===== src/rvx_pkg.sv =====
// Package with the operation codes, field widths and pipeline types of the execute core.
`timescale 1ns / 1ps
package rvx_pkg;
   localparam int XLEN = 32;
   localparam int OPW = 6;
   localparam int RIW = 5;

   localparam logic [OPW-1:0] OP_ADD = 6'd0;
   localparam logic [OPW-1:0] OP_SUB = 6'd1;
   localparam logic [OPW-1:0] OP_SLT = 6'd2;
   localparam logic [OPW-1:0] OP_SLTU = 6'd3;
   localparam logic [OPW-1:0] OP_AND = 6'd4;
   localparam logic [OPW-1:0] OP_OR = 6'd5;
   localparam logic [OPW-1:0] OP_XOR = 6'd6;
   localparam logic [OPW-1:0] OP_SLL = 6'd7;
   localparam logic [OPW-1:0] OP_SRL = 6'd8;
   localparam logic [OPW-1:0] OP_SRA = 6'd9;
   localparam logic [OPW-1:0] OP_ADDI = 6'd10;
   localparam logic [OPW-1:0] OP_SLTI = 6'd11;
   localparam logic [OPW-1:0] OP_SLTIU = 6'd12;
   localparam logic [OPW-1:0] OP_ANDI = 6'd13;
   localparam logic [OPW-1:0] OP_ORI = 6'd14;
   localparam logic [OPW-1:0] OP_XORI = 6'd15;
   localparam logic [OPW-1:0] OP_SLLI = 6'd16;
   localparam logic [OPW-1:0] OP_SRLI = 6'd17;
   localparam logic [OPW-1:0] OP_SRAI = 6'd18;
   localparam logic [OPW-1:0] OP_BEQ = 6'd19;
   localparam logic [OPW-1:0] OP_BGE = 6'd20;
   localparam logic [OPW-1:0] OP_BGEU = 6'd21;
   localparam logic [OPW-1:0] OP_BLT = 6'd22;
   localparam logic [OPW-1:0] OP_BLTU = 6'd23;
   localparam logic [OPW-1:0] OP_BNE = 6'd24;
   localparam logic [OPW-1:0] OP_JAL = 6'd25;
   localparam logic [OPW-1:0] OP_JALR = 6'd26;
   localparam logic [OPW-1:0] OP_AUIPC = 6'd27;
   localparam logic [OPW-1:0] OP_LUI = 6'd28;
   localparam logic [OPW-1:0] OP_LB = 6'd29;
   localparam logic [OPW-1:0] OP_LBU = 6'd30;
   localparam logic [OPW-1:0] OP_LH = 6'd31;
   localparam logic [OPW-1:0] OP_LHU = 6'd32;
   localparam logic [OPW-1:0] OP_LW = 6'd33;
   localparam logic [OPW-1:0] OP_SB = 6'd34;
   localparam logic [OPW-1:0] OP_SH = 6'd35;
   localparam logic [OPW-1:0] OP_SW = 6'd36;
   localparam logic [OPW-1:0] OP_HCF = 6'd37;

   localparam logic [1:0] SIZE_BYTE = 2'd0;
   localparam logic [1:0] SIZE_HALF = 2'd1;
   localparam logic [1:0] SIZE_WORD = 2'd2;

   localparam logic REQ_EXEC = 1'b0;
   localparam logic REQ_LOAD_RESP = 1'b1;

   localparam int UPPER_SHIFT = 12;
   localparam logic [XLEN-1:0] PC_STEP = 32'd4;

   typedef struct packed {
      logic req_type;
      logic [OPW-1:0] opcode;
      logic [RIW-1:0] first_reg;
      logic [RIW-1:0] second_reg;
      logic [RIW-1:0] third_reg;
      logic signed [XLEN-1:0] immediate;
      logic [XLEN-1:0] load_data;
   } req_type;

   typedef struct packed {
      logic [XLEN-1:0] next_pc;
      logic mem_request;
      logic mem_is_write;
      logic [XLEN-1:0] mem_address;
      logic [XLEN-1:0] mem_write_data;
      logic [1:0] mem_size;
      logic load_is_unsigned;
      logic halted;
      logic unimplemented_seen;
      logic [XLEN-1:0] retired_count;
   } rsp_type;

   // Register-file write request, also used for forwarding.
   typedef struct packed {
      logic en;
      logic [RIW-1:0] addr;
      logic [XLEN-1:0] data;
   } rf_wr_type;
endpackage


===== src/rvx_if.sv =====
// Valid/ready channel interfaces for the request and response items.
`timescale 1ns / 1ps
interface rvx_req_if;
   logic valid;
   logic ready;
   rvx_pkg::req_type data;
   modport source (output valid, output data, input ready);
   modport sink (input valid, input data, output ready);
endinterface

interface rvx_rsp_if;
   logic valid;
   logic ready;
   rvx_pkg::rsp_type data;
   modport source (output valid, output data, input ready);
   modport sink (input valid, input data, output ready);
endinterface


===== src/rvx_regfile.sv =====
// Register file memory with two registered read ports and one write port.
`timescale 1ns / 1ps
module rvx_regfile #(
   parameter int REG_COUNT = 32
) (
   input logic clock,
   input logic reset,
   input logic rd_en,
   input logic [rvx_pkg::RIW-1:0] rd_addr_a,
   input logic [rvx_pkg::RIW-1:0] rd_addr_b,
   output logic [rvx_pkg::XLEN-1:0] rd_data_a,
   output logic [rvx_pkg::XLEN-1:0] rd_data_b,
   input rvx_pkg::rf_wr_type wr
);
   localparam int AW = $clog2(REG_COUNT);
   logic [rvx_pkg::XLEN-1:0] mem [REG_COUNT];
   // One bit per entry marks it as written since reset; unwritten entries read as zero.
   logic [REG_COUNT-1:0] written_ff;
   logic [rvx_pkg::XLEN-1:0] raw_a_ff, raw_b_ff;
   logic hit_a_ff, hit_b_ff;

   always_ff @(posedge clock) begin
      if (reset) begin
         written_ff <= '0;
      end else if (wr.en) begin
         written_ff[wr.addr[AW-1:0]] <= 1'b1;
      end
   end

   always_ff @(posedge clock) begin
      if (wr.en) begin
         mem[wr.addr[AW-1:0]] <= wr.data;
      end
      if (rd_en) begin
         raw_a_ff <= mem[rd_addr_a[AW-1:0]];
         raw_b_ff <= mem[rd_addr_b[AW-1:0]];
         hit_a_ff <= written_ff[rd_addr_a[AW-1:0]];
         hit_b_ff <= written_ff[rd_addr_b[AW-1:0]];
      end
   end

   assign rd_data_a = hit_a_ff ? raw_a_ff : '0;
   assign rd_data_b = hit_b_ff ? raw_b_ff : '0;
endmodule


===== src/rvx_alu.sv =====
// Combinational execute logic: ALU, branch decision and memory request for one instruction.
`timescale 1ns / 1ps
module rvx_alu (
   input logic [rvx_pkg::OPW-1:0] opcode,
   input logic [rvx_pkg::XLEN-1:0] a,
   input logic [rvx_pkg::XLEN-1:0] b,
   input logic [rvx_pkg::XLEN-1:0] f,
   input logic [rvx_pkg::XLEN-1:0] imm,
   input logic [rvx_pkg::XLEN-1:0] pc,
   output logic [rvx_pkg::XLEN-1:0] result,
   output logic wr_dest,
   output logic [rvx_pkg::XLEN-1:0] pc_next,
   output logic is_load,
   output logic is_store,
   output logic [rvx_pkg::XLEN-1:0] addr,
   output logic [1:0] size,
   output logic uns,
   output logic hcf,
   output logic unimpl
);
   logic [rvx_pkg::XLEN-1:0] pc4;
   logic [rvx_pkg::XLEN-1:0] opnd;
   logic [4:0] sh;
   logic lt_s;
   logic lt_u;
   logic blt_s;
   logic blt_u;
   logic take;

   always_comb begin
      pc4 = pc + rvx_pkg::PC_STEP;
      opnd = (opcode < rvx_pkg::OP_ADDI) ? b : imm;
      sh = opnd[4:0];
      lt_s = $signed(a) < $signed(opnd);
      lt_u = a < opnd;
      blt_s = $signed(f) < $signed(a);
      blt_u = f < a;
      addr = a + imm;
      result = '0;
      wr_dest = 1'b1;
      take = 1'b0;
      is_load = 1'b0;
      is_store = 1'b0;
      size = rvx_pkg::SIZE_BYTE;
      uns = 1'b0;
      hcf = 1'b0;
      unimpl = 1'b0;
      pc_next = pc4;
      case (opcode)
         rvx_pkg::OP_ADD, rvx_pkg::OP_ADDI: result = a + opnd;
         rvx_pkg::OP_SUB: result = a - opnd;
         rvx_pkg::OP_SLT, rvx_pkg::OP_SLTI: result = {31'd0, lt_s};
         rvx_pkg::OP_SLTU, rvx_pkg::OP_SLTIU: result = {31'd0, lt_u};
         rvx_pkg::OP_AND, rvx_pkg::OP_ANDI: result = a & opnd;
         rvx_pkg::OP_OR, rvx_pkg::OP_ORI: result = a | opnd;
         rvx_pkg::OP_XOR, rvx_pkg::OP_XORI: result = a ^ opnd;
         rvx_pkg::OP_SLL, rvx_pkg::OP_SLLI: result = a << sh;
         rvx_pkg::OP_SRL, rvx_pkg::OP_SRLI: result = a >> sh;
         rvx_pkg::OP_SRA, rvx_pkg::OP_SRAI: result = $unsigned($signed(a) >>> sh);
         rvx_pkg::OP_BEQ: begin wr_dest = 1'b0; take = (f == a); end
         rvx_pkg::OP_BNE: begin wr_dest = 1'b0; take = (f != a); end
         rvx_pkg::OP_BLT: begin wr_dest = 1'b0; take = blt_s; end
         rvx_pkg::OP_BGE: begin wr_dest = 1'b0; take = !blt_s; end
         rvx_pkg::OP_BLTU: begin wr_dest = 1'b0; take = blt_u; end
         rvx_pkg::OP_BGEU: begin wr_dest = 1'b0; take = !blt_u; end
         rvx_pkg::OP_JAL: begin result = pc4; take = 1'b1; end
         rvx_pkg::OP_JALR: begin
            result = pc4;
            pc_next = {addr[rvx_pkg::XLEN-1:1], 1'b0};
         end
         rvx_pkg::OP_AUIPC: result = pc + (imm << rvx_pkg::UPPER_SHIFT);
         rvx_pkg::OP_LUI: result = imm << rvx_pkg::UPPER_SHIFT;
         rvx_pkg::OP_LB, rvx_pkg::OP_LBU, rvx_pkg::OP_LH, rvx_pkg::OP_LHU,
         rvx_pkg::OP_LW: begin
            wr_dest = 1'b0;
            is_load = 1'b1;
            pc_next = pc;
            size = (opcode == rvx_pkg::OP_LW) ? rvx_pkg::SIZE_WORD :
                   ((opcode == rvx_pkg::OP_LH || opcode == rvx_pkg::OP_LHU) ?
                    rvx_pkg::SIZE_HALF : rvx_pkg::SIZE_BYTE);
            uns = (opcode == rvx_pkg::OP_LBU || opcode == rvx_pkg::OP_LHU);
         end
         rvx_pkg::OP_SB, rvx_pkg::OP_SH, rvx_pkg::OP_SW: begin
            wr_dest = 1'b0;
            is_store = 1'b1;
            size = (opcode == rvx_pkg::OP_SW) ? rvx_pkg::SIZE_WORD :
                   ((opcode == rvx_pkg::OP_SH) ? rvx_pkg::SIZE_HALF : rvx_pkg::SIZE_BYTE);
         end
         rvx_pkg::OP_HCF: begin wr_dest = 1'b0; hcf = 1'b1; end
         default: begin wr_dest = 1'b0; unimpl = 1'b1; end
      endcase
      if (take) begin
         pc_next = imm;
      end
   end
endmodule


===== src/rv32i_execute_core_unit.sv =====
// Top level of the RV32I execute core.
`timescale 1ns / 1ps
// An accepted item reads the register file at its accepting edge into stage 1 and executes
// there once the result register is free or being taken; its result item is then registered.
// With the result channel ready, one item is accepted every cycle. A waiting result holds
// the input until it is taken. The write of the item executed just before is forwarded into
// the operands. While a load waits for its response item, instruction items are accepted
// but ignored; every item gives exactly one result item.
module rv32i_execute_core_unit #(
   parameter int REG_COUNT = 32
) (
   input logic clock,
   input logic reset,
   rvx_req_if.sink req,
   rvx_rsp_if.source rsp
);
   localparam int XL = rvx_pkg::XLEN;
   localparam int RW = rvx_pkg::RIW;

   // Stage 1 holds an accepted item while the memory read completes.
   logic s1_valid_ff, s1_valid_in;
   rvx_pkg::req_type s1_ff;
   logic [RW-1:0] rd_c_ff;

   logic [XL-1:0] pc_ff, pc_in;
   logic [XL-1:0] cnt_ff, cnt_in;
   logic pend_ff, pend_in;
   logic [RW-1:0] pdest_ff, pdest_in;
   logic halt_ff, halt_in;

   logic out_valid_ff;
   rvx_pkg::rsp_type out_ff, out_in;

   logic [XL-1:0] rf_a, rf_b;
   rvx_pkg::rf_wr_type wr, wr_ff;
   logic advance;
   logic [XL-1:0] a, b, f;
   logic [XL-1:0] result, pc_next, addr;
   logic wr_dest, is_load, is_store, uns, hcf, unimpl;
   logic [1:0] size;
   logic exec_ok;

   function automatic logic valid_idx(input logic [RW-1:0] i);
      return (i != '0) && (32'(i) < REG_COUNT);
   endfunction

   assign advance = !out_valid_ff || rsp.ready;
   assign req.ready = advance;

   // The first and third register reads share port b, selected by the opcode as the item is accepted.
   rvx_regfile #(.REG_COUNT(REG_COUNT)) u_rf (
      .clock(clock),
      .reset(reset),
      .rd_en(advance),
      .rd_addr_a(req.data.second_reg),
      .rd_addr_b(req.data.opcode < rvx_pkg::OP_ADDI ? req.data.third_reg : req.data.first_reg),
      .rd_data_a(rf_a),
      .rd_data_b(rf_b),
      .wr(wr)
   );

   function automatic logic [XL-1:0] opnd(input logic [RW-1:0] i,
                                          input logic [XL-1:0] mem_v,
                                          input rvx_pkg::rf_wr_type w);
      logic [XL-1:0] v;
      v = mem_v;
      if (w.en && w.addr == i) v = w.data;
      if (!valid_idx(i)) v = '0;
      return v;
   endfunction

   // wr_ff is the write committed in the cycle the memory was read, which the read missed.
   always_comb begin
      a = opnd(s1_ff.second_reg, rf_a, wr_ff);
      b = opnd(rd_c_ff, rf_b, wr_ff);
      f = b;
      if (s1_ff.opcode < rvx_pkg::OP_ADDI) f = '0;
   end

   rvx_alu u_alu (
      .opcode(s1_ff.opcode), .a(a), .b(b), .f(f), .imm(s1_ff.immediate),
      .pc(pc_ff), .result(result), .wr_dest(wr_dest), .pc_next(pc_next),
      .is_load(is_load), .is_store(is_store), .addr(addr), .size(size),
      .uns(uns), .hcf(hcf), .unimpl(unimpl)
   );

   always_comb begin
      s1_valid_in = s1_valid_ff;
      pc_in = pc_ff;
      cnt_in = cnt_ff;
      pend_in = pend_ff;
      pdest_in = pdest_ff;
      halt_in = halt_ff;
      wr = '0;
      exec_ok = 1'b0;
      out_in = out_ff;
      if (advance) begin
         s1_valid_in = req.valid;
      end
      if (advance && s1_valid_ff) begin
         out_in = '0;
         if (s1_ff.req_type == rvx_pkg::REQ_LOAD_RESP) begin
            if (pend_ff) begin
               wr.en = valid_idx(pdest_ff);
               wr.addr = pdest_ff;
               wr.data = s1_ff.load_data;
               pend_in = 1'b0;
               pc_in = pc_ff + rvx_pkg::PC_STEP;
            end
         end else if (!pend_ff && !halt_ff) begin
            exec_ok = 1'b1;
            cnt_in = cnt_ff + 32'd1;
            pc_in = pc_next;
            wr.en = wr_dest && valid_idx(s1_ff.first_reg);
            wr.addr = s1_ff.first_reg;
            wr.data = result;
            if (is_load) begin
               pend_in = 1'b1;
               pdest_in = s1_ff.first_reg;
            end
            if (hcf) halt_in = 1'b1;
         end
         out_in.next_pc = pc_in;
         out_in.mem_request = exec_ok && (is_load || is_store);
         out_in.mem_is_write = exec_ok && is_store;
         out_in.mem_address = (exec_ok && (is_load || is_store)) ? addr : '0;
         out_in.mem_write_data = (exec_ok && is_store) ? f : '0;
         out_in.mem_size = (exec_ok && (is_load || is_store)) ? size : rvx_pkg::SIZE_BYTE;
         out_in.load_is_unsigned = exec_ok && uns;
         out_in.halted = halt_in;
         out_in.unimplemented_seen = exec_ok && unimpl;
         out_in.retired_count = cnt_in;
      end
   end

   always_ff @(posedge clock) begin
      if (reset) begin
         s1_valid_ff <= 1'b0;
         out_valid_ff <= 1'b0;
         pc_ff <= '0;
         cnt_ff <= '0;
         pend_ff <= 1'b0;
         pdest_ff <= '0;
         halt_ff <= 1'b0;
         wr_ff <= '0;
      end else begin
         s1_valid_ff <= s1_valid_in;
         if (advance) out_valid_ff <= s1_valid_ff;
         pc_ff <= pc_in;
         cnt_ff <= cnt_in;
         pend_ff <= pend_in;
         pdest_ff <= pdest_in;
         halt_ff <= halt_in;
         if (advance) wr_ff <= wr;
      end
      if (advance) begin
         s1_ff <= req.data;
         rd_c_ff <= (req.data.opcode < rvx_pkg::OP_ADDI) ? req.data.third_reg :
                    req.data.first_reg;
      end
      out_ff <= out_in;
   end

   // Entries not written since reset read as zero through the written-entry bits of the
   // register file.
   assign rsp.valid = out_valid_ff;
   assign rsp.data = out_ff;
endmodule


===== src/flat_wrapper.sv =====
// flat-port wrapper written by rule: the top's interface ports become plain ports
module rv32i_execute_core_unit_flat 
#(
   parameter int REG_COUNT = 32
)
  (clock, reset, req_valid, req_data, req_ready, rsp_valid, rsp_data, rsp_ready);
  rvx_req_if req_i ();
  rvx_rsp_if rsp_i ();
  input logic clock;
  input logic reset;
  input wire logic [$bits(req_i.valid)-1:0] req_valid;
  input wire logic [$bits(req_i.data)-1:0] req_data;
  output wire logic [$bits(req_i.ready)-1:0] req_ready;
  output wire logic [$bits(rsp_i.valid)-1:0] rsp_valid;
  output wire logic [$bits(rsp_i.data)-1:0] rsp_data;
  input wire logic [$bits(rsp_i.ready)-1:0] rsp_ready;
  assign req_i.valid = req_valid;
  assign req_i.data = req_data;
  assign req_ready = req_i.ready;
  assign rsp_valid = rsp_i.valid;
  assign rsp_data = rsp_i.data;
  assign rsp_i.ready = rsp_ready;
  rv32i_execute_core_unit #(.REG_COUNT(REG_COUNT)) u_core (.clock(clock), .reset(reset), .req(req_i), .rsp(rsp_i));
endmodule

===== config.mk =====
export PLATFORM = sky130hd
export DESIGN_NAME = rv32i_execute_core_unit_flat
export DESIGN_NICKNAME = d
export VERILOG_FILES = /design/src/rvx_pkg.sv /design/src/rvx_if.sv /design/src/rvx_regfile.sv /design/src/rvx_alu.sv /design/src/rv32i_execute_core_unit.sv /design/src/flat_wrapper.sv
export SDC_FILE = /design/constraint.sdc
export NUM_CORES = 2
export LEC_CHECK = 0
export BUFFER_PORTS_ARGS = -buffer_cell sky130_fd_sc_hd__buf_2
export CAP_MARGIN = 20
export CORE_MARGIN = 2
export CORE_UTILIZATION = 24
export CTS_BUF_LIST = sky130_fd_sc_hd__clkbuf_8
export DETAILED_ROUTE_END_ITERATION = 7
export GPL_TIMING_DRIVEN = 1
export HOLD_SLACK_MARGIN = 0.15
export PLACE_DENSITY = 0.51
export RECOVER_POWER = 50
export SLEW_MARGIN = 20
export SYNTH_ARGS = -nofsm -noshare
export SYNTH_HDL_FRONTEND = slang
export SYNTH_SLANG_ARGS = --single-unit

===== constraint.sdc =====
create_clock -name clock -period 11.3 [get_ports clock]
set_clock_uncertainty 0.2 [all_clocks]
set_input_delay 2.26 -clock clock [delete_from_list [all_inputs] [get_ports clock]]
set_output_delay 2.26 -clock clock [all_outputs]
set_load 0.02 [all_outputs]

==> impl_metrics.json <==
{
  "drive_above_1_share": 0.141,
  "p_seq_frac": 0.467,
  "detail_route.wl_per_cell_um": 28.4,
  "tns_ps": 0,
  "worstMarginPinSlew_ps": 6040,
  "first_global_vias": 63700,
  "r2r_cells": 21,
  "grt_first_pass_wirelength_mm": 490,
  "drt-initial-drc-count": 8458,
  "synth_cell_types": 100,
  "cp_max_fo": 47,
  "num_io_pins": 227,
  "use_met1": 0.271,
  "clock_latency_ps": 1000,
  "stdcell_count": 12400,
  "rrSetupSlack_ps": 2340,
  "final_nets": 7902,
  "critical_path_class": "in2reg",
  "final_cell_mix": "nand2_1 (1495), edfxtp_1 (1311), nand3_1 (511)",
  "crit_top_cell": "clkbuf_1",
  "period_needed_ps": 9910,
  "combinationalPowerShare": 0.148,
  "synth_edf_count": 1311,
  "grt.total_usage": 0.197,
  "busiest_layer": "met2",
  "ctsLongestPathBuffers": 4,
  "die_h_um": 586,
  "nFillCells": 35200,
  "slowest_stage": "clkbuf_1",
  "min-delay-path-class": "reg2reg",
  "cp_data_arrival_time_ps": 10320,
  "outcome": "finished with violations",
  "postCtsHoldBufs": 0,
  "cts_tree": "done",
  "netlist_area_um2": 81300,
  "pwr_density_cell_nw_per_um2": 139,
  "ys.flop_type": "edfxtp_1",
  "finalHoldViolCount": 0,
  "syn_area_per_cell_um2": 10.9,
  "worst_hold_slack_ps": 272,
  "cts_made_buffers": 267,
  "numClockSinks": 1454,
  "p_leak_uw": 0.0331,
  "internal_power_uw": 9070,
  "failed_checks": "max-capacitance violations, max-slew violations",
  "syn2layout_area_growth_pct": 14.4,
  "path_cells": "clkbuf_1 > o21ai_0 > nand2_1 > mux2i_4 > clkbuf_1 > inv_4 > clkbuf_1 > a311oi_1 > a311oi_1 > o31ai_1",
  "synthArstFlopShare": 0,
  "root_buffer": "clkbuf_8",
  "cts_setup_buffers": 0,
  "yosys_warnings": 0,
  "final_common_cell": "nand2_1",
  "max-cap-violations": 27,
  "gr-usage-met2": 0.307,
  "netSwitchingFraction": 0.297,
  "dieArea_um2": 343000,
  "rsz0062_at_grt": "no",
  "place_congestion": 0.967,
  "drc": 0,
  "htreeDepth": 5,
  "viasPerCell": 5.40,
  "timing.fmax_mhz": 101,
  "vdd_ir_drop_max_mv": 0.0808,
  "clkPwrFrac": 0.385,
  "io_buffers": 226,
  "post-route-util": 0.276,
  "fin_crit_sh": 0.877,
  "drt_wl_total_mm": 352,
  "dpl.hpwl_mm": 237,
  "synthCells": 7459,
  "grt_antenna_before_repair": 31,
  "cts_resized": 0,
  "crit_path_end_kind": "register",
  "grt_overflow": 0,
  "max_stage_delay_ps": 2270,
  "cp.required_ps": 11700,
  "cts.clk_slew.worst_paths_ps": 60,
  "drv_slew": 1102,
  "grt_max_degree": 124,
  "core_um2": 337000,
  "hold_depth": 2,
  "startpoint_type": "input port",
  "vias": 66700,
  "ant_nets": 0,
  "rows": 213,
  "power.net_switching_uw": 3830,
  "dp.cells": 11900,
  "setup_violations": 0,
  "die_w_um": 586,
  "relSlewSlack": -3.02,
  "gr-usage-met3": 0.0393,
  "first_pass_iters": 6,
  "synth-seq-cells": 1454,
  "start_util": 0.241,
  "ys_seq_area_frac": 0.519
}
-- worst paths after layout --
| kind | start | endpoint |
|---|---|---|
| min | u_core.pdest_ff[0]$_SDFFE_PP0P_ | u_core.pdest_ff[0]$_SDFFE_PP0P_ |
| max | req_data[82] | u_core.u_rf.raw_b_ff[6]$_DFFE_PN_ |
| min reg2reg | u_core.pdest_ff[0]$_SDFFE_PP0P_ | u_core.pdest_ff[0]$_SDFFE_PP0P_ |
| max reg2reg | u_core.s1_ff[70]$_DFFE_PN_ | u_core.u_rf.mem[24][19]$_DFFE_PP_ |
-- per-layer routing --
layer,vias up,wire (um)
met1,33900,149000
met3,624,32900
met5,-,55
li1,28500,-
met2,3684,157000
met4,8,13200
-- power groups by stage --
| stage | Combinational [uW] | Clock (uW) | Sequential, uW |
|---|---|---|---|
| 2_1_floorplan | 1110 | 0 | 6090 |
| 3_3_place_gp | 1860 | 0 | 6130 |
| 3_5_place_dp | 1860 | 0 | 6130 |
| 4_1_cts | 1870 | 5100 | 6020 |
| 5_1_grt | 2000 | 5320 | 6020 |
| 6_report | 1910 | 4960 | 6030 |
-- stage by stage --
stage	cell area (um^2)	total power [uW]	setup WS (ps)
6_report	93000	12900	1390
5_1_grt	93000	13300	1290
4_1_cts	93300	13000	2690
3_5_place_dp	88300	7990	2770
3_3_place_gp	88200	7990	2820
2_1_floorplan	81400	7200	33.1
-- cells by family after synthesis --
logic type | Yosys count | share of synthesized area
other cells | 1 | 0.0000461
flops | 1454 | 0.519
mux | 550 | 0.119
simple gates | 2936 | 0.157
fa+ha+maj | 186 | 0.0290
xor+xnor | 149 | 0.0161
compound gates | 1477 | 0.125
buf+inv | 706 | 0.0340
-- synth_stat cells, types with 52 or more instances --
| library cell | number | share of area |
|---|---|---|
| o211ai_1 | 65 | 0.0060 |
| xnor2_1 | 88 | 0.0095 |
| clkbuf_1 | 478 | 0.022 |
| a311oi_1 | 205 | 0.022 |
| o31ai_1 | 54 | 0.0050 |
| dfxtp_1 | 143 | 0.035 |
| xor2_1 | 61 | 0.0066 |
| inv_1 | 121 | 0.0056 |
| a21o_1 | 57 | 0.0053 |
| nor2_1 | 465 | 0.021 |
| mux2_2 | 52 | 0.0072 |
| mux2i_1 | 166 | 0.020 |
| nor3_1 | 88 | 0.0054 |
| a22oi_1 | 56 | 0.0052 |
| buf_1 | 57 | 0.0026 |
| a21oi_1 | 348 | 0.021 |
| mux4_2 | 330 | 0.091 |
| edfxtp_1 | 1311 | 0.48 |
| nand3_1 | 511 | 0.031 |
| and3_1 | 159 | 0.012 |
| ha_1 | 181 | 0.028 |
| o21ai_0 | 280 | 0.017 |
| nand2_1 | 1497 | 0.069 |
-- worst max-delay path: cells and delay by family --
family,cells,cell delay (ps)
compound gates,4,2090
buf+inv,4,4940
mux,1,320
simple gates,1,550
-- registers in the layout, indices dropped and copies added (netlist names), 32 cells and up --
signal and count:
u_core.cnt_ff 32, u_core.pc_ff 32, u_core.rsp.data 135, u_core.s1_ff 81
u_core.u_rf.mem 1024, u_core.u_rf.raw_a_ff 32, u_core.u_rf.raw_b_ff 32, u_core.u_rf.written_ff 32
u_core.wr_ff 38
-- area by class of cell --
type                       count  area (um^2)  area share
sequential                  1454        42200       0.454
tap                         4515         5650      0.0607
antenna                       11         27.5    0.000296
multi-input combinational   5330        37000       0.397
timing repair buffer         441         2560      0.0276
clock inverter               182         1050      0.0112
clock buffer                 293         4030      0.0433
inverter                     133          534     0.00574
Power figures use the tool's default switching activity.
